**config.mk**
```make
export PLATFORM = sky130hd
export DESIGN_NAME = console_integer_line_parser_core
export DESIGN_NICKNAME = d
export VERILOG_FILES = /design/src/sv/cilp_pkg.sv /design/src/sv/cilp_ctrl.sv /design/src/sv/cilp_dp.sv /design/src/sv/console_integer_line_parser_core.sv
export SDC_FILE = /design/constraint.sdc
export NUM_CORES = 1
export LEC_CHECK = 0
export ABC_AREA = 1
export ABC_CLOCK_PERIOD_IN_PS = 6450
export BUFFER_PORTS_ARGS = -buffer_cell sky130_fd_sc_hd__buf_2
export CAP_MARGIN = 10
export CORE_ASPECT_RATIO = 0.5
export CORE_MARGIN = 5
export CORE_UTILIZATION = 55
export DETAILED_ROUTE_END_ITERATION = 8
export PLACE_DENSITY = 0.72
export SYNTH_ARGS = -nofsm -noshare
export SYNTH_HDL_FRONTEND = slang
export SYNTH_SLANG_ARGS = --single-unit
```
**constraint.sdc**
```tcl
create_clock -name clk -period 6.45 [get_ports clk]
set_input_delay 0.645 -clock clk [delete_from_list [all_inputs] [get_ports clk]]
set_output_delay 0.645 -clock clk [all_outputs]
set_load 0.05 [all_outputs]
```
**src/sv/cilp_pkg.sv**
```systemverilog
// Shared types and character constants for the console integer line parser.
// Used by cilp_ctrl, cilp_dp and console_integer_line_parser_core; no dependencies.
package cilp_pkg;

    // Controller states.
    typedef enum logic [3:0] {
        ST_IDLE,
        ST_CR_LF,
        ST_LF_LF,
        ST_BS_SPACE,
        ST_BS_BACK,
        ST_PARSE,
        ST_SUFFIX,
        ST_WALK,
        ST_NUMBER
    } cilp_state_t;

    // Phases of the decimal scan.
    typedef enum logic [1:0] {
        DEC_SKIP,
        DEC_DIGITS,
        DEC_STOP
    } cilp_dec_phase_t;

    // Commands from the controller to the datapath.
    typedef struct packed {
        logic       store;        // write the received byte at the end of the line
        logic       backspace;    // drop the last stored character
        logic       clear;        // empty the line
        logic       out_load;     // load a result into the output register
        logic       out_kind;     // result kind: 0 echo, 1 number
        logic [7:0] out_byte;     // echo byte for an echo result
        logic       out_last;     // final result of the current item
        logic       parse_start;  // decode sign and prefix, read the last character
        logic       parse_empty;  // body is empty, result is minus one
        logic       parse_suffix; // check for a hex suffix, read the first body byte
        logic       walk;         // consume one body byte
    } cilp_cmd_t;

    // Status from the datapath to the controller.
    typedef struct packed {
        logic out_free;   // output register can take a result this cycle
        logic len_zero;   // line is empty
        logic len_full;   // line is full
        logic body_empty; // nothing left after sign and prefix
        logic walk_done;  // all body bytes consumed
    } cilp_status_t;

    // Character codes.
    localparam logic [7:0] CHAR_NUL   = 8'h00;
    localparam logic [7:0] CHAR_BS    = 8'h08;
    localparam logic [7:0] CHAR_TAB   = 8'h09;
    localparam logic [7:0] CHAR_LF    = 8'h0A;
    localparam logic [7:0] CHAR_CR    = 8'h0D;
    localparam logic [7:0] CHAR_SPACE = 8'h20;
    localparam logic [7:0] CHAR_PLUS  = 8'h2B;
    localparam logic [7:0] CHAR_MINUS = 8'h2D;
    localparam logic [7:0] CHAR_ZERO  = 8'h30;
    localparam logic [7:0] CHAR_NINE  = 8'h39;
    localparam logic [7:0] CHAR_UP_A  = 8'h41;
    localparam logic [7:0] CHAR_UP_H  = 8'h48;
    localparam logic [7:0] CHAR_UP_X  = 8'h58;
    localparam logic [7:0] CHAR_UP_Z  = 8'h5A;
    localparam logic [7:0] CHAR_LO_A  = 8'h61;
    localparam logic [7:0] CHAR_LO_H  = 8'h68;
    localparam logic [7:0] CHAR_LO_X  = 8'h78;
    localparam logic [7:0] CHAR_LO_Z  = 8'h7A;

    // Offsets that turn a letter or digit code into its hex value.
    localparam logic [31:0] HEX_UPPER_OFFSET = 32'd55;
    localparam logic [31:0] HEX_LOWER_OFFSET = 32'd87;
    localparam logic [31:0] HEX_DIGIT_OFFSET = 32'd48;

endpackage

```
**src/sv/cilp_ctrl.sv**
```systemverilog
// Controller state machine of the console integer line parser.
// Depends on cilp_pkg for the state type and the command and status structs.
module cilp_ctrl
(
    input  logic                  clk,
    input  logic                  rst_n,
    input  logic                  in_valid,
    output logic                  in_stall,
    input  logic [7:0]            rx_byte,
    input  cilp_pkg::cilp_status_t st,
    output cilp_pkg::cilp_cmd_t    cmd
);

    cilp_pkg::cilp_state_t state_reg;
    cilp_pkg::cilp_state_t state_next;
    logic                  accept;

    // An input beat is taken only when idle and the output slot is free.
    assign in_stall = !((state_reg == cilp_pkg::ST_IDLE) && st.out_free);
    assign accept   = in_valid && !in_stall;

    // State register.
    always_ff @(posedge clk or negedge rst_n)
    begin
        if (!rst_n)
        begin
            state_reg <= cilp_pkg::ST_IDLE;
        end
        else
        begin
            state_reg <= state_next;
        end
    end

    // Next state.
    always_comb
    begin
        state_next = state_reg;
        unique case (state_reg)
            cilp_pkg::ST_IDLE:
            begin
                if (accept)
                begin
                    unique case (rx_byte)
                        cilp_pkg::CHAR_NUL:
                        begin
                            state_next = cilp_pkg::ST_IDLE;
                        end
                        cilp_pkg::CHAR_CR:
                        begin
                            state_next = cilp_pkg::ST_CR_LF;
                        end
                        cilp_pkg::CHAR_BS:
                        begin
                            if (!st.len_zero)
                            begin
                                state_next = cilp_pkg::ST_BS_SPACE;
                            end
                        end
                        cilp_pkg::CHAR_LF:
                        begin
                            if (!st.len_full)
                            begin
                                state_next = cilp_pkg::ST_LF_LF;
                            end
                        end
                        default:
                        begin
                            state_next = cilp_pkg::ST_IDLE;
                        end
                    endcase
                end
            end
            cilp_pkg::ST_CR_LF:
            begin
                if (st.out_free)
                begin
                    state_next = cilp_pkg::ST_PARSE;
                end
            end
            cilp_pkg::ST_LF_LF:
            begin
                if (st.out_free)
                begin
                    state_next = cilp_pkg::ST_IDLE;
                end
            end
            cilp_pkg::ST_BS_SPACE:
            begin
                if (st.out_free)
                begin
                    state_next = cilp_pkg::ST_BS_BACK;
                end
            end
            cilp_pkg::ST_BS_BACK:
            begin
                if (st.out_free)
                begin
                    state_next = cilp_pkg::ST_IDLE;
                end
            end
            cilp_pkg::ST_PARSE:
            begin
                if (st.body_empty)
                begin
                    state_next = cilp_pkg::ST_NUMBER;
                end
                else
                begin
                    state_next = cilp_pkg::ST_SUFFIX;
                end
            end
            cilp_pkg::ST_SUFFIX:
            begin
                state_next = cilp_pkg::ST_WALK;
            end
            cilp_pkg::ST_WALK:
            begin
                if (st.walk_done)
                begin
                    state_next = cilp_pkg::ST_NUMBER;
                end
            end
            cilp_pkg::ST_NUMBER:
            begin
                if (st.out_free)
                begin
                    state_next = cilp_pkg::ST_IDLE;
                end
            end
            default:
            begin
                state_next = cilp_pkg::ST_IDLE;
            end
        endcase
    end

    // Commands to the datapath.
    always_comb
    begin
        cmd = '0;
        unique case (state_reg)
            cilp_pkg::ST_IDLE:
            begin
                if (accept)
                begin
                    unique case (rx_byte)
                        cilp_pkg::CHAR_NUL:
                        begin
                            cmd = '0;
                        end
                        cilp_pkg::CHAR_CR:
                        begin
                            cmd.out_load = 1'b1;
                            cmd.out_byte = cilp_pkg::CHAR_CR;
                        end
                        cilp_pkg::CHAR_BS:
                        begin
                            if (!st.len_zero)
                            begin
                                cmd.backspace = 1'b1;
                                cmd.out_load  = 1'b1;
                                cmd.out_byte  = cilp_pkg::CHAR_BS;
                            end
                        end
                        cilp_pkg::CHAR_LF:
                        begin
                            if (!st.len_full)
                            begin
                                cmd.store    = 1'b1;
                                cmd.out_load = 1'b1;
                                cmd.out_byte = cilp_pkg::CHAR_CR;
                            end
                        end
                        default:
                        begin
                            if (!st.len_full)
                            begin
                                cmd.store    = 1'b1;
                                cmd.out_load = 1'b1;
                                cmd.out_byte = rx_byte;
                                cmd.out_last = 1'b1;
                            end
                        end
                    endcase
                end
            end
            cilp_pkg::ST_CR_LF:
            begin
                cmd.out_load = st.out_free;
                cmd.out_byte = cilp_pkg::CHAR_LF;
            end
            cilp_pkg::ST_LF_LF:
            begin
                cmd.out_load = st.out_free;
                cmd.out_byte = cilp_pkg::CHAR_LF;
                cmd.out_last = 1'b1;
            end
            cilp_pkg::ST_BS_SPACE:
            begin
                cmd.out_load = st.out_free;
                cmd.out_byte = cilp_pkg::CHAR_SPACE;
            end
            cilp_pkg::ST_BS_BACK:
            begin
                cmd.out_load = st.out_free;
                cmd.out_byte = cilp_pkg::CHAR_BS;
                cmd.out_last = 1'b1;
            end
            cilp_pkg::ST_PARSE:
            begin
                cmd.parse_empty = st.body_empty;
                cmd.parse_start = !st.body_empty;
            end
            cilp_pkg::ST_SUFFIX:
            begin
                cmd.parse_suffix = 1'b1;
            end
            cilp_pkg::ST_WALK:
            begin
                cmd.walk = !st.walk_done;
            end
            cilp_pkg::ST_NUMBER:
            begin
                cmd.out_load = st.out_free;
                cmd.out_kind = 1'b1;
                cmd.out_last = 1'b1;
                cmd.clear    = st.out_free;
            end
            default:
            begin
                cmd = '0;
            end
        endcase
    end

endmodule

```
**src/sv/cilp_dp.sv**
```systemverilog
// Datapath of the console integer line parser: line memory, parse accumulator
// and output register. Depends on cilp_pkg for the command and status structs.
module cilp_dp
#(
    parameter int LINE_DEPTH = 32
)
(
    input  logic                   clk,
    input  logic                   rst_n,
    input  logic [7:0]             rx_byte,
    input  cilp_pkg::cilp_cmd_t    cmd,
    output cilp_pkg::cilp_status_t st,
    output logic                   out_valid,
    input  logic                   out_stall,
    output logic                   kind,
    output logic [7:0]             tx_byte,
    output logic signed [31:0]     number,
    output logic                   last
);

    localparam int LW = $clog2(LINE_DEPTH + 1);
    localparam int AW = $clog2(LINE_DEPTH);

    // Line memory and the shadow copy of its first three characters.
    logic [7:0]    line_mem [LINE_DEPTH];
    logic [7:0]    head_reg [3];
    logic [7:0]    rd_data_reg;
    logic [LW-1:0] rd_addr;
    logic [AW-1:0] rd_idx;

    logic [LW-1:0] len_reg;
    logic [LW-1:0] len_next;

    // Parse state.
    logic [LW-1:0]             pos_reg;
    logic [LW-1:0]             end_reg;
    logic [LW-1:0]             ptr_reg;
    logic [31:0]               acc_reg;
    logic                      hex_reg;
    logic                      minus_reg;
    logic                      neg_reg;
    cilp_pkg::cilp_dec_phase_t phase_reg;

    // Output register.
    logic        out_valid_reg;
    logic        out_kind_reg;
    logic [7:0]  out_tx_reg;
    logic [31:0] out_num_reg;
    logic        out_last_reg;

    logic          out_free;
    logic          minus_c;
    logic          prefix_c;
    logic [7:0]    pfx_first;
    logic [7:0]    pfx_second;
    logic [LW-1:0] start_c;
    logic          is_suffix;
    logic [7:0]    c;
    logic          c_upper;
    logic          c_lower;
    logic          c_digit;
    logic          c_space;
    logic [31:0]   hex_v;
    logic [31:0]   acc_hex;
    logic [31:0]   acc_dec;
    logic [31:0]   result;

    assign out_free = !out_valid_reg || !out_stall;

    // Sign and hex prefix, decoded from the shadowed head of the line.
    always_comb
    begin
        minus_c    = (len_reg != '0) && (head_reg[0] == cilp_pkg::CHAR_MINUS);
        pfx_first  = minus_c ? head_reg[1] : head_reg[0];
        pfx_second = minus_c ? head_reg[2] : head_reg[1];
        prefix_c   = (len_reg > (minus_c ? LW'(2) : LW'(1))) &&
                     (pfx_first == cilp_pkg::CHAR_ZERO) &&
                     ((pfx_second == cilp_pkg::CHAR_LO_X) ||
                      (pfx_second == cilp_pkg::CHAR_UP_X));
        start_c    = LW'(minus_c) + (prefix_c ? LW'(2) : LW'(0));
    end

    // Classification of the byte under the read pointer.
    always_comb
    begin
        c       = rd_data_reg;
        c_upper = (c >= cilp_pkg::CHAR_UP_A) && (c <= cilp_pkg::CHAR_UP_Z);
        c_lower = (c >= cilp_pkg::CHAR_LO_A) && (c <= cilp_pkg::CHAR_LO_Z);
        c_digit = (c >= cilp_pkg::CHAR_ZERO) && (c <= cilp_pkg::CHAR_NINE);
        c_space = (c == cilp_pkg::CHAR_SPACE) ||
                  ((c >= cilp_pkg::CHAR_TAB) && (c <= cilp_pkg::CHAR_CR));
        is_suffix = (c == cilp_pkg::CHAR_LO_H) || (c == cilp_pkg::CHAR_UP_H);
        if (c_upper)
        begin
            hex_v = {24'd0, c} - cilp_pkg::HEX_UPPER_OFFSET;
        end
        else if (c_lower)
        begin
            hex_v = {24'd0, c} - cilp_pkg::HEX_LOWER_OFFSET;
        end
        else
        begin
            hex_v = {24'd0, c} - cilp_pkg::HEX_DIGIT_OFFSET;
        end
        acc_hex = {acc_reg[27:0], 4'd0} + hex_v;
        acc_dec = {acc_reg[28:0], 3'd0} + {acc_reg[30:0], 1'b0} +
                  {28'd0, c[3:0]};
        result  = (neg_reg ^ minus_reg) ? (32'd0 - acc_reg) : acc_reg;
    end

    // Read address: last character, first body byte, or the next body byte.
    always_comb
    begin
        if (cmd.parse_start)
        begin
            rd_addr = len_reg - LW'(1);
        end
        else if (cmd.parse_suffix)
        begin
            rd_addr = pos_reg;
        end
        else
        begin
            rd_addr = ptr_reg + LW'(1);
        end
        rd_idx = (rd_addr < LW'(LINE_DEPTH)) ? rd_addr[AW-1:0] : '0;
    end

    // Line length.
    always_comb
    begin
        len_next = len_reg;
        if (cmd.clear)
        begin
            len_next = '0;
        end
        else if (cmd.store)
        begin
            len_next = len_reg + LW'(1);
        end
        else if (cmd.backspace)
        begin
            len_next = len_reg - LW'(1);
        end
    end

    // Control registers.
    always_ff @(posedge clk or negedge rst_n)
    begin
        if (!rst_n)
        begin
            len_reg       <= '0;
            out_valid_reg <= 1'b0;
        end
        else
        begin
            len_reg <= len_next;
            if (cmd.out_load)
            begin
                out_valid_reg <= 1'b1;
            end
            else if (!out_stall)
            begin
                out_valid_reg <= 1'b0;
            end
        end
    end

    // Line memory: one write and one registered read per cycle.
    always_ff @(posedge clk)
    begin
        if (cmd.store)
        begin
            line_mem[len_reg[AW-1:0]] <= rx_byte;
        end
        rd_data_reg <= line_mem[rd_idx];
    end

    // Shadow of the first three characters for the sign and prefix check.
    always_ff @(posedge clk)
    begin
        if (cmd.store && (len_reg < LW'(3)))
        begin
            head_reg[len_reg[1:0]] <= rx_byte;
        end
    end

    // Parse sequencing and accumulation.
    always_ff @(posedge clk)
    begin
        if (cmd.parse_empty)
        begin
            acc_reg   <= '1;
            neg_reg   <= 1'b0;
            minus_reg <= 1'b0;
            hex_reg   <= 1'b1;
            phase_reg <= cilp_pkg::DEC_STOP;
        end
        else if (cmd.parse_start)
        begin
            acc_reg   <= '0;
            neg_reg   <= 1'b0;
            minus_reg <= minus_c;
            hex_reg   <= prefix_c;
            phase_reg <= cilp_pkg::DEC_SKIP;
            pos_reg   <= start_c;
            end_reg   <= len_reg;
        end
        else if (cmd.parse_suffix)
        begin
            ptr_reg <= pos_reg;
            if (is_suffix)
            begin
                hex_reg <= 1'b1;
                end_reg <= end_reg - LW'(1);
            end
        end
        else if (cmd.walk)
        begin
            ptr_reg <= ptr_reg + LW'(1);
            if (hex_reg)
            begin
                acc_reg <= acc_hex;
            end
            else
            begin
                case (phase_reg)
                    cilp_pkg::DEC_SKIP:
                    begin
                        if (c_space)
                        begin
                            phase_reg <= cilp_pkg::DEC_SKIP;
                        end
                        else if ((c == cilp_pkg::CHAR_PLUS) ||
                                 (c == cilp_pkg::CHAR_MINUS))
                        begin
                            neg_reg   <= (c == cilp_pkg::CHAR_MINUS);
                            phase_reg <= cilp_pkg::DEC_DIGITS;
                        end
                        else if (c_digit)
                        begin
                            acc_reg   <= acc_dec;
                            phase_reg <= cilp_pkg::DEC_DIGITS;
                        end
                        else
                        begin
                            phase_reg <= cilp_pkg::DEC_STOP;
                        end
                    end
                    cilp_pkg::DEC_DIGITS:
                    begin
                        if (c_digit)
                        begin
                            acc_reg <= acc_dec;
                        end
                        else
                        begin
                            phase_reg <= cilp_pkg::DEC_STOP;
                        end
                    end
                    default:
                    begin
                        phase_reg <= cilp_pkg::DEC_STOP;
                    end
                endcase
            end
        end
    end

    // Output payload.
    always_ff @(posedge clk)
    begin
        if (cmd.out_load)
        begin
            out_kind_reg <= cmd.out_kind;
            out_tx_reg   <= cmd.out_kind ? 8'd0 : cmd.out_byte;
            out_num_reg  <= cmd.out_kind ? result : 32'd0;
            out_last_reg <= cmd.out_last;
        end
    end

    // Status to the controller.
    always_comb
    begin
        st.out_free   = out_free;
        st.len_zero   = (len_reg == '0);
        st.len_full   = (len_reg == LW'(LINE_DEPTH));
        st.body_empty = (len_reg == start_c);
        st.walk_done  = (ptr_reg == end_reg);
    end

    assign out_valid = out_valid_reg;
    assign kind      = out_kind_reg;
    assign tx_byte   = out_tx_reg;
    assign number    = out_num_reg;
    assign last      = out_last_reg;

endmodule

```
**src/sv/console_integer_line_parser_core.sv**
```systemverilog
// A stored character is echoed in the cycle after its beat; backspace and
// line feed give one echo beat per cycle while the output is not stalled.
// Carriage return: two echo beats, then the number, after the parse, the suffix check
// and the walk over the line memory, one byte a cycle. The next input byte is taken
// only once the controller is idle again and the output slot is free. Reset
// (rst_n, asynchronous, active low) empties the line and the output register.
module console_integer_line_parser_core
#(
    parameter int LINE_DEPTH = 32
)
(
    input  logic               clk,
    input  logic               rst_n,
    input  logic               in_valid,
    output logic               in_stall,
    input  logic [7:0]         rx_byte,
    output logic               out_valid,
    input  logic               out_stall,
    output logic               kind,
    output logic [7:0]         tx_byte,
    output logic signed [31:0] number,
    output logic               last
);

    cilp_pkg::cilp_cmd_t    cmd;
    cilp_pkg::cilp_status_t st;

    // Controller.
    cilp_ctrl u_ctrl
    (
        .clk      (clk),
        .rst_n    (rst_n),
        .in_valid (in_valid),
        .in_stall (in_stall),
        .rx_byte  (rx_byte),
        .st       (st),
        .cmd      (cmd)
    );

    // Datapath.
    cilp_dp #(
        .LINE_DEPTH (LINE_DEPTH)
    ) u_dp
    (
        .clk       (clk),
        .rst_n     (rst_n),
        .rx_byte   (rx_byte),
        .cmd       (cmd),
        .st        (st),
        .out_valid (out_valid),
        .out_stall (out_stall),
        .kind      (kind),
        .tx_byte   (tx_byte),
        .number    (number),
        .last      (last)
    );

    // A number beat always closes its item.
    a_number_is_last: assert property (@(posedge clk) disable iff (!rst_n)
        (out_valid && kind) |-> last)
        else $error("number beat without last");

    // An input beat is never taken while a result waits stalled.
    a_accept_slot_free: assert property (@(posedge clk) disable iff (!rst_n)
        (in_valid && !in_stall) |-> !(out_valid && out_stall))
        else $error("input accepted while output is blocked");

    // The line is never written past its capacity.
    a_store_not_full: assert property (@(posedge clk) disable iff (!rst_n)
        cmd.store |-> !st.len_full)
        else $error("store into a full line");

    // Backspace never acts on an empty line.
    a_backspace_not_empty: assert property (@(posedge clk) disable iff (!rst_n)
        cmd.backspace |-> !st.len_zero)
        else $error("backspace on an empty line");

endmodule
```
After elaboration in Yosys (flattened, before gate mapping):

Memory sizes are Yosys's and may differ from the RTL's. A register that Yosys moved wholly into a read port is not among the register bits.
Index checks and enable logic that the tools add are counted.

* bitwise operators: 6
* $lt $le $gt $ge: 11
* mux-type cells: 74
* reductions and logical operators: 46
* add/sub/neg operators: 12
* equality and inequality tests: 38

Operators by type and width (count)
* $mux 32: 10
* $add 32x32->32: 2
* $pmux 32 s2: 1
* $pmux 8 s4: 2
* $mux 6: 10
* $eq 8x6->1 const B: 5
* $mux 4: 10
* $add 32x4->32: 1
* $eq 8x7->1 const B: 4
* $sub 1x32->32 const A: 1
* $pmux 4 s7: 1
* $eq 8x4->1 const B: 3
* $mux 2: 11
* $mux 18: 1
* $sub 8x6->9 const B: 2
* $eq 4x3->1 const B: 4
* $ge 8x7->1 const B: 2
* $le 8x7->1 const B: 2
* $mux 8: 2
* $mux 1: 14
* $ne 2x1->1 const B: 7
* $add 6x1->6 const B: 2
* $eq 6x6->1: 2
* $pmux 1 s2: 6
* 46 further kinds: 82

* bits in writable memories: 280
* bits in registers: 108
* word-level logic and storage cells: 205
* output and inout bits: 44
* memories: 2

Memories
* u_dp.line_mem: words 32, bits a word 8, rd ports 1, clocked after memory_dff 1, write ports 1, line cilp_dp.sv:25 `logic [7:0] line_mem [LINE_DEPTH];`
* u_dp.head_reg: words 3, bits a word 8, rd ports 3, clocked after memory_dff 0, write ports 1, line cilp_dp.sv:26 `logic [7:0] head_reg [3];`

Longest topological paths before layout:

Gate-level depths: netlist of the first run.
An unclocked memory read counts as a cell.

* depth after elaboration: 15
* gate-level depth with buffers: 27
* mapped depth without buffers: 27

Cells and area by module:

From an unflattened synthesis of the first run, not the netlist that was laid out.

* cell total of the unflattened synthesis: 2770
* area, all modules: 23213.5 µm²

Modules (own cells, without submodules)
* cilp_dp: cells each 2623, area an instance 22436.5 µm², seq. area each 11135.7 µm², instances 1
* cilp_ctrl: cells each 147, area an instance 777.0 µm², seq. area each 100.1 µm², instances 1

Worst setup path before layout of the first run:

OpenSTA, ideal clock, no wires.

* kind: register to register
* from: register u_dp.rd_data_reg[1] (netlist: u_dp.c[1]) (read register of u_dp.line_mem)
* to: register u_dp.acc_reg[28]
* arrival time: 3633 ps
* setup time: 134 ps
* required time: 6316 ps
* clock period less this slack: 3766 ps
* buffers on the path: 0
* path slack: 2684 ps
* stages on the path, launching flop included: 26
* cell sequence: dfxtp_1 > inv_1 > ha_1 > nand3_1 > o21ai_0 > nand2_1 > nand3_1 > inv_1 > nor2_1 > and3_1 > a21oi_1 > inv_1 > ha_1 > a21oi_1 > o21ai_0 > o21bai_1 > a21oi_1 > nor2_1 > o21ai_0 > nand2_1 > nand2_1 > nand3_1 > a21oi_1 > o21ai_0 > nand3_1 > nand3_1

* longest elaborated chain between the ends: 10
* elaborated cells between the ends (all ways): 35

RTL lines
* start, declared: line cilp_dp.sv:27 `logic [7:0] rd_data_reg;`
* branches (longest 10 deep; another with $add 32x32->32)
* end signal, assigned: line cilp_dp.sv:223 `acc_reg <= acc_hex;`
* end, declared: line cilp_dp.sv:38 `logic [31:0] acc_reg;`

Several ways; the timed one is not identified. The select of a mux whose other input is x is not followed.
A chain may end at the register's enable or synchronous reset.

Final worst setup path of the first run:

* from: register u_dp.len_reg[1]
* to: register u_dp.rd_data_reg[3] (netlist: u_dp.c[3]) (read register of u_dp.line_mem)

* longest elaborated chain between the ends: 14
* elaborated cells between the ends (all ways): 21

RTL lines
* start, declared: line cilp_dp.sv:31 `logic [LW-1:0] len_reg;`
* start signal, assigned: line cilp_dp.sv:157 `len_reg <= len_next;`
* $reduce_bool 6->1: line cilp_dp.sv:73 `minus_c = (len_reg != '0) && (head_reg[0] == cilp_pkg::CHAR_MINUS);`
* $logic_and 1x1->1: line cilp_dp.sv:73
* $mux 2 (tied with other cells): line cilp_dp.sv:76 `prefix_c = (len_reg > (minus_c ? LW'(2) : LW'(1))) &&`
* $gt 6x6->1 (tied with other cells): line cilp_dp.sv:76
* $logic_and 1x1->1 / $logic_or 1x1->1 (equally long branches): line cilp_dp.sv:76, cilp_dp.sv:78
* $logic_and 1x1->1: line cilp_dp.sv:77 `(pfx_first == cilp_pkg::CHAR_ZERO) &&`
* $mux 2: line cilp_dp.sv:80 `start_c = LW'(minus_c) + (prefix_c ? LW'(2) : LW'(0));`
* $add 1x6->6: line cilp_dp.sv:80
* $eq 6x6->1: line cilp_dp.sv:288 `st.body_empty = (len_reg == start_c);`
* $logic_not 1->1: line cilp_ctrl.sv:213 `cmd.parse_start = !st.body_empty;`
* $pmux 2 s2: line cilp_ctrl.sv:142 `unique case (state_reg)`
* $mux 6 (*): line cilp_dp.sv:114 `if (cmd.parse_start)`
* $lt 6x6->1: line cilp_dp.sv:126 `rd_idx = (rd_addr < LW'(LINE_DEPTH)) ? rd_addr[AW-1:0] : '0;`
* $mux 5 (*): line cilp_dp.sv:126

Mark *: on every way between the ends. The rest lies on a longest branch, timed or not.

==> results of run 1 <==
==> area by class of cell <==
| cell class | instances | area share [%] |
|---|---|---|
| diodes | 1 | 0.0106 |
| clock buffers | 45 | 4.09 |
| clock inverters | 20 | 0.976 |
| inverters | 300 | 4.78 |
| multi-input cells | 1686 | 37.8 |
| flip-flops and latches | 391 | 47.6 |
| well taps | 530 | 2.81 |
| repair buffers | 75 | 1.87 |
==> worst min-delay path by stage <==
stage / to / slack (ps)
finish: u_dp.out_valid / 460
CTS: u_dp.out_valid / 440
floorplan: u_ctrl.state_reg[0] / 350
global route: u_dp.out_valid / 480
global placement: u_dp.phase_reg[0] / 490
detailed placement: u_dp.phase_reg[0] / 490
==> cells by family after synthesis <==
kind of cell | Yosys count
mux | 1
compound gates | 344
simple gates | 1186
buf+inv | 382
xor+xnor | 49
flops | 391
fa+ha+maj | 106
==> worst reg2reg max path, stage by stage, from the launching register on <==
cell and delay (ps):
dfrtp_1 540, inv_1 180, ha_1 280, nand3_2 130, nand3_2 150, ha_1 350
nand2_1 70, inv_1 40, o21ai_1 250, nand3_2 130, nand2_2 90, nand3_4 120
nand2_4 230, nand2_4 100, nand2_8 380, nand2_4 890, inv_1 580, nand3_1 160
nand3_1 110, nand2_1 60, nand2_1 70, nand2_1 140
==> power breakdown <==
group	total (mW)	switching [mW]	internal, mW
sequential	3.16	0.159	3.00
clock	2.20	0.995	1.20
combinational	1.91	1.41	0.498
total	7.27	2.56	4.70
==> placed cells by master, fill, tap and decap left out, types with 6 or more instances in the layout <==
cell type,netlist,layout
nand2_1,499,498
edfxtp_1,335,335
nand3_1,297,297
inv_1,283,283
nor2_1,272,272
a21oi_1,167,167
o21ai_0,105,105
ha_1,103,103
buf_2,28,55
dfxtp_1,45,45
clkbuf_16,0,36
nor3_1,33,33
xor2_1,32,32
nand3b_1,29,29
buf_4,10,18
xnor2_1,17,16
o211ai_1,14,14
inv_2,13,13
dfrtp_1,11,11
a31oi_1,10,10
nor4_1,8,8
clkinv_1,3,8
nand3_2,7,7
or2_2,7,7
o22ai_1,7,7
o21a_1,7,7
nand4_1,6,6
nand2_4,6,6
o21bai_1,6,6
clkbuf_1,34,6
clkinv_2,0,6
==> per-layer routing <==
layer | vias to the layer above | wire [um] | GRT usage, %
met3 | 108 | 3620 | 3.88
met2 | 544 | 26100 | 43.1
met4 | 0 | 1560 | 7.36
met1 | 8103 | 23400 | 32.8
met5 | - | 0 | 0
li1 | 8387 | - | -
==> metrics by stage <==
stage | worst slack, ps | total power, mW | area, um^2 | instances
3_5_place_dp | 1400 | 5.10 | 22400 | 2981
6_report | 1240 | 7.27 | 23600 | 3048
4_1_cts | 1340 | 7.29 | 23600 | 3047
5_1_grt | 893 | 7.65 | 23600 | 3047
3_3_place_gp | 1410 | 5.07 | 22400 | 2980
2_1_floorplan | 2680 | 4.61 | 21700 | 2459
==> results.toml, run 1 <==
[worst_setup_path]
critPathBufInv = 3
worstReg2RegEnd = "u_dp.c[3]"
crit_family = "simple AND/OR/NAND/NOR gates"
worstSetupPathType = "reg -> reg"
critical_path.cell_chain = "inv_1 > ha_1 > nand3_2 > nand3_2 > ha_1 > nand2_1 > inv_1 > o21ai_1 > nand3_2 > nand2_2 > nand3_4 > nand2_4 > nand2_4 > nand2_8 > nand2_4 > inv_1 > nand3_1 > nand3_1 > nand2_1 > nand2_1 > nand2_1"
r2r-start = "u_dp.len_reg[1]"
max_stage_delay_ps = 770
crit_arrival_ps = 5600
rrSetupSlack_ps = 1240
crit_top_cell = "nand2_1"
cp.depth = 21
worst_setup_path_start_kind = "flip-flop"
reg2reg_depth = 21
worstPathMaxFanout = 99
slowest_stage = "nand2_4"
crit_required_ps = 6830
end_kind = "flip-flop"
critPathCapture = "u_dp.c[3]"
startpoint = "u_dp.len_reg[1]"

[synth]
synth_compound_area_share_pct = 8.71
netlist_area_mm2 = 0.0217
synthCells = 2459
synth_fa_ha_area_share_pct = 6.21
yosysWarnings = 0
syn_nets = 2577
synthXorXnorAreaFrac_pct = 1.98
ys.flop_type = "edfxtp_1"
synthArstFlopShare_pct = 2.81
synth_mux_area_share_pct = 0.0461
synth.most_common_cell = "nand2_1"
synth_top_area_share_pct = 46.3
avgSynthCellArea_um2 = 8.83
synth_commonest_cells = "nand2_1 (499), edfxtp_1 (335), nand3_1 (297)"
synth_seq_cells = 391
synth_cell_types = 60
yosysSeqAreaShare_pct = 51.7
synth_top_family_by_area = "simple AND/OR/NAND/NOR gates"
synth-edff-count = 335
synth.area.top_cells = "edfxtp_1 (46%), nand2_1 (8.6%), nand3_1 (6.8%), ha_1 (5.9%), inv_1 (4.9%)"
synth-simple-area-share_pct = 24.1
yosysTopAreaCell = "edfxtp_1"

[grt]
globalRouteTotalUtil_pct = 24.9
grt_pass1_wl_um = 87800
overflow = 0
grt_max_degree = 105
grt_pass1_vias = 16600
antenna_found_initial = 0

[clock_tree]
hold_buffers = 1
clockBufferDepth = 3
cts_resized = 0
numCtsBuffers = 36
post-cts-setup-buffers = 0
clock-sinks = 391
root_buffer = "clkbuf_16"
cts.clk_slew.worst_paths_ps = 60
htree_levels = 2
clkLatencyLatePin_ps = 560
cts_tree = "built"

[timing]
slew_headroom_pct = 21.4
hold_slack_ps = 457
hold_violations = 0
fin_skew_ps = 40.1
fin_crit_sh_pct = 80.8
slew_viol_final = 0
setup_viol = 0
tightest_slew_ps = 1180
rsz0062_at_grt = "no"
fmax_mhz = 192
fin_crit_ps = 5210
tns_ps = 0

[hold_path]
worstHoldStart = "out_stall"
min_path_cells = 3
hold_path.class = "in -> reg"

[run_status]
status = "complete, no violations"

[placed_design]
gp_congestion = 0.926
io_buffers = 55
dpl.hpwl_um = 35600

[die]
io_pins = 56
die_area_mm2 = 0.0438
die_h_um = 151
core_area_mm2 = 0.0389
rows = 51
initial_core_util_pct = 55.8
dieWidth_um = 291

[flow_run]
maxCapViolCount = 0

[routing]
dr.pass1.iters = 5
routed_wl_um = 54700
routed-via-count = 17100
routed_via_density = 5.62
route.detailed.wl_per_inst_um = 17.9
drtAntennaViolNets = 0
first_iter_violations = 1721
drc = 0

[final_layout]
syn_to_final_growth_pct = 8.58
drive_gt1_share_pct = 7.23
largest_reg_flops = 256
nets = 2608
multi_input_area_mm2 = 0.00892
seq_area_mm2 = 0.0112
fillers = 3319
layout.core_utilization_pct = 60.6

[pwr]
power_density_mw_per_mm2 = 308
ir_drop_mv = 0.208
leakage_nw = 10.1
Note: power is estimated with default switching activity, not from simulation.
==> run 2, diff against run 1 <==
--- a/config.mk
+++ b/config.mk
@@ -6,7 +6,7 @@
 export NUM_CORES = 1
 export LEC_CHECK = 0
 export ABC_AREA = 1
-export ABC_CLOCK_PERIOD_IN_PS = 6450
+export ABC_CLOCK_PERIOD_IN_PS = 5000
 export BUFFER_PORTS_ARGS = -buffer_cell sky130_fd_sc_hd__buf_2
 export CAP_MARGIN = 10
 export CORE_ASPECT_RATIO = 0.5
==> constraint.sdc (replaced) <==
create_clock -name clk -period 5 [get_ports clk]
set_input_delay 0.5 -clock clk [delete_from_list [all_inputs] [get_ports clk]]
set_output_delay 0.5 -clock clk [all_outputs]
set_load 0.05 [all_outputs]
==> run 2 against run 1 <==
Clock skew is 13 ps lower. Critical endpoint is now u_dp.acc_reg[28]. Highest routed layer unchanged. Die area stayed put. Clock power is 25% higher.
==> results.toml, run 2 (synthesized netlist as in run 1, its figures left out) <==
[worst_setup_path]
crit_top_cell = "nand3_1"
crit_arrival_ps = 4870
worst_setup_path_start_kind = "flip-flop"
slowest_stage = "dfxtp_1"
max_stage_delay_ps = 520
worstSetupPathType = "reg -> reg"
end_kind = "flip-flop"
critPathBufInv = 4
worstPathMaxFanout = 14
crit_family = "compound AO/OA/AOI/OAI gates"
crit_required_ps = 5380

[die]
io_pins = 56
die_h_um = 151
rows = 51
core_area_mm2 = 0.0389
initial_core_util_pct = 55.8
die_area_mm2 = 0.0438
dieWidth_um = 291

[clock_tree]
cts_resized = 0
post-cts-setup-buffers = 0
htree_levels = 2
cts_tree = "built"
numCtsBuffers = 36
hold_buffers = 1
clock-sinks = 391
cts.clk_slew.worst_paths_ps = 70
clkLatencyLatePin_ps = 550
clockBufferDepth = 3
root_buffer = "clkbuf_16"

[flow_run]
maxCapViolCount = 0

[routing]
routed-via-count = 17400
drc = 0
route.detailed.wl_per_inst_um = 18.4
first_iter_violations = 1923
drtAntennaViolNets = 0
dr.pass1.iters = 5
routed_wl_um = 56200
routed_via_density = 5.70

[final_layout]
final_common_cell = "nand2_1"
n_antenna_cell = 0
fin_cells = 3056
drive_gt1_share_pct = 7.48
nets = 2616
syn_to_final_growth_pct = 9.03
largest_reg_flops = 256
final_cell_mix = "nand2_1 (498), edfxtp_1 (335), nand3_1 (297)"

[timing]
fmax_mhz = 222
slew_viol_final = 0
tns_ps = 0
fin_skew_ps = 26.6
hold_violations = 0
fin_crit_ps = 4490
fin_crit_sh_pct = 89.9
slew_headroom_pct = 22.7
setup_viol = 0
tightest_slew_ps = 1160
rsz0062_at_grt = "no"

[placed_design]
gp_congestion = 0.943
dpl.hpwl_um = 37600
place_inst = 2989
io_buffers = 55

[grt]
antenna_found_initial = 1
grt_pass1_wl_um = 89000
grt_max_degree = 105
grt_pass1_vias = 16500
globalRouteTotalUtil_pct = 25.4
overflow = 0

[hold_path]
hold_path.class = "in -> reg"

[run_status]
status = "complete, no violations"

[pwr]
power_density_mw_per_mm2 = 393
totalPowerFinal_mw = 9.31
leakage_nw = 10.2
ir_drop_mv = 0.275
## run 2: cell count changes in the layout (fill, tap and decap cells not counted)
cell / before / now
clkbuf_16: 36 / 38
clkbuf_1: 6 / 13
inv_16: 1 / 0
clkinv_2: 6 / 5
clkinv_1: 8 / 3
buf_4: 18 / 20
clkinv_4: 2 / 3
buf_12: 1 / 7
bufinv_16: 3 / 0
clkinvlp_4: 1 / 0
diode_2: 1 / 0
clkinv_8: 1 / 2
inv_4: 1 / 2
## run 2: final timing paths
check                                       to  cells past startpoint               from  slack (ps)
hold reg to reg              u_dp.phase_reg[0]                      2  u_dp.phase_reg[0]         500
setup reg to reg              u_dp.acc_reg[28]                     26          u_dp.c[1]         510
setup / recovery              u_dp.acc_reg[28]                     26          u_dp.c[1]         510
min in group asynchronous      u_dp.len_reg[1]                      2              rst_n         380
max in group asynchronous       u_dp.out_valid                      2              rst_n        4370
hold / removal             u_dp.head_reg[0][5]                      1         rx_byte[5]         260
## run 2: routing by layer
layer / routed length (um) / GRT usage (%) / vias up
met5: 0 / 0 / -
met4: 1860 / 8.48 / 0
met3: 4250 / 4.36 / 135
met2: 26200 / 42.7 / 666
met1: 23900 / 34.0 / 8204
li1: - / - / 8408
## run 2: cell type report
type                       instances  area, um^2
fill                            3307       15200
sequential                       391       11200
multi-input combinational       1686        8920
inverter                         300        1130
clock buffer                      54        1040
tap                              530         663
timing repair buffer              83         576
clock inverter                    12         120
## run 2: power by group
group	switching, mW	total (mW)	internal, mW
registers	0.207	4.08	3.87
clock network	1.26	2.74	1.47
logic	1.85	2.50	0.650
## run 2: per-stage QoR
stage	setup slack [ps]	instance area [um^2]	hold slack, ps	util (%)
3_3_place_gp	686	22500	398	57.8
5_1_grt	79.4	23700	266	60.9
4_1_cts	610	23700	255	60.9
3_5_place_dp	646	22500	405	57.8
2_1_floorplan	1230	21700	204	-
6_report	506	23700	264	60.9
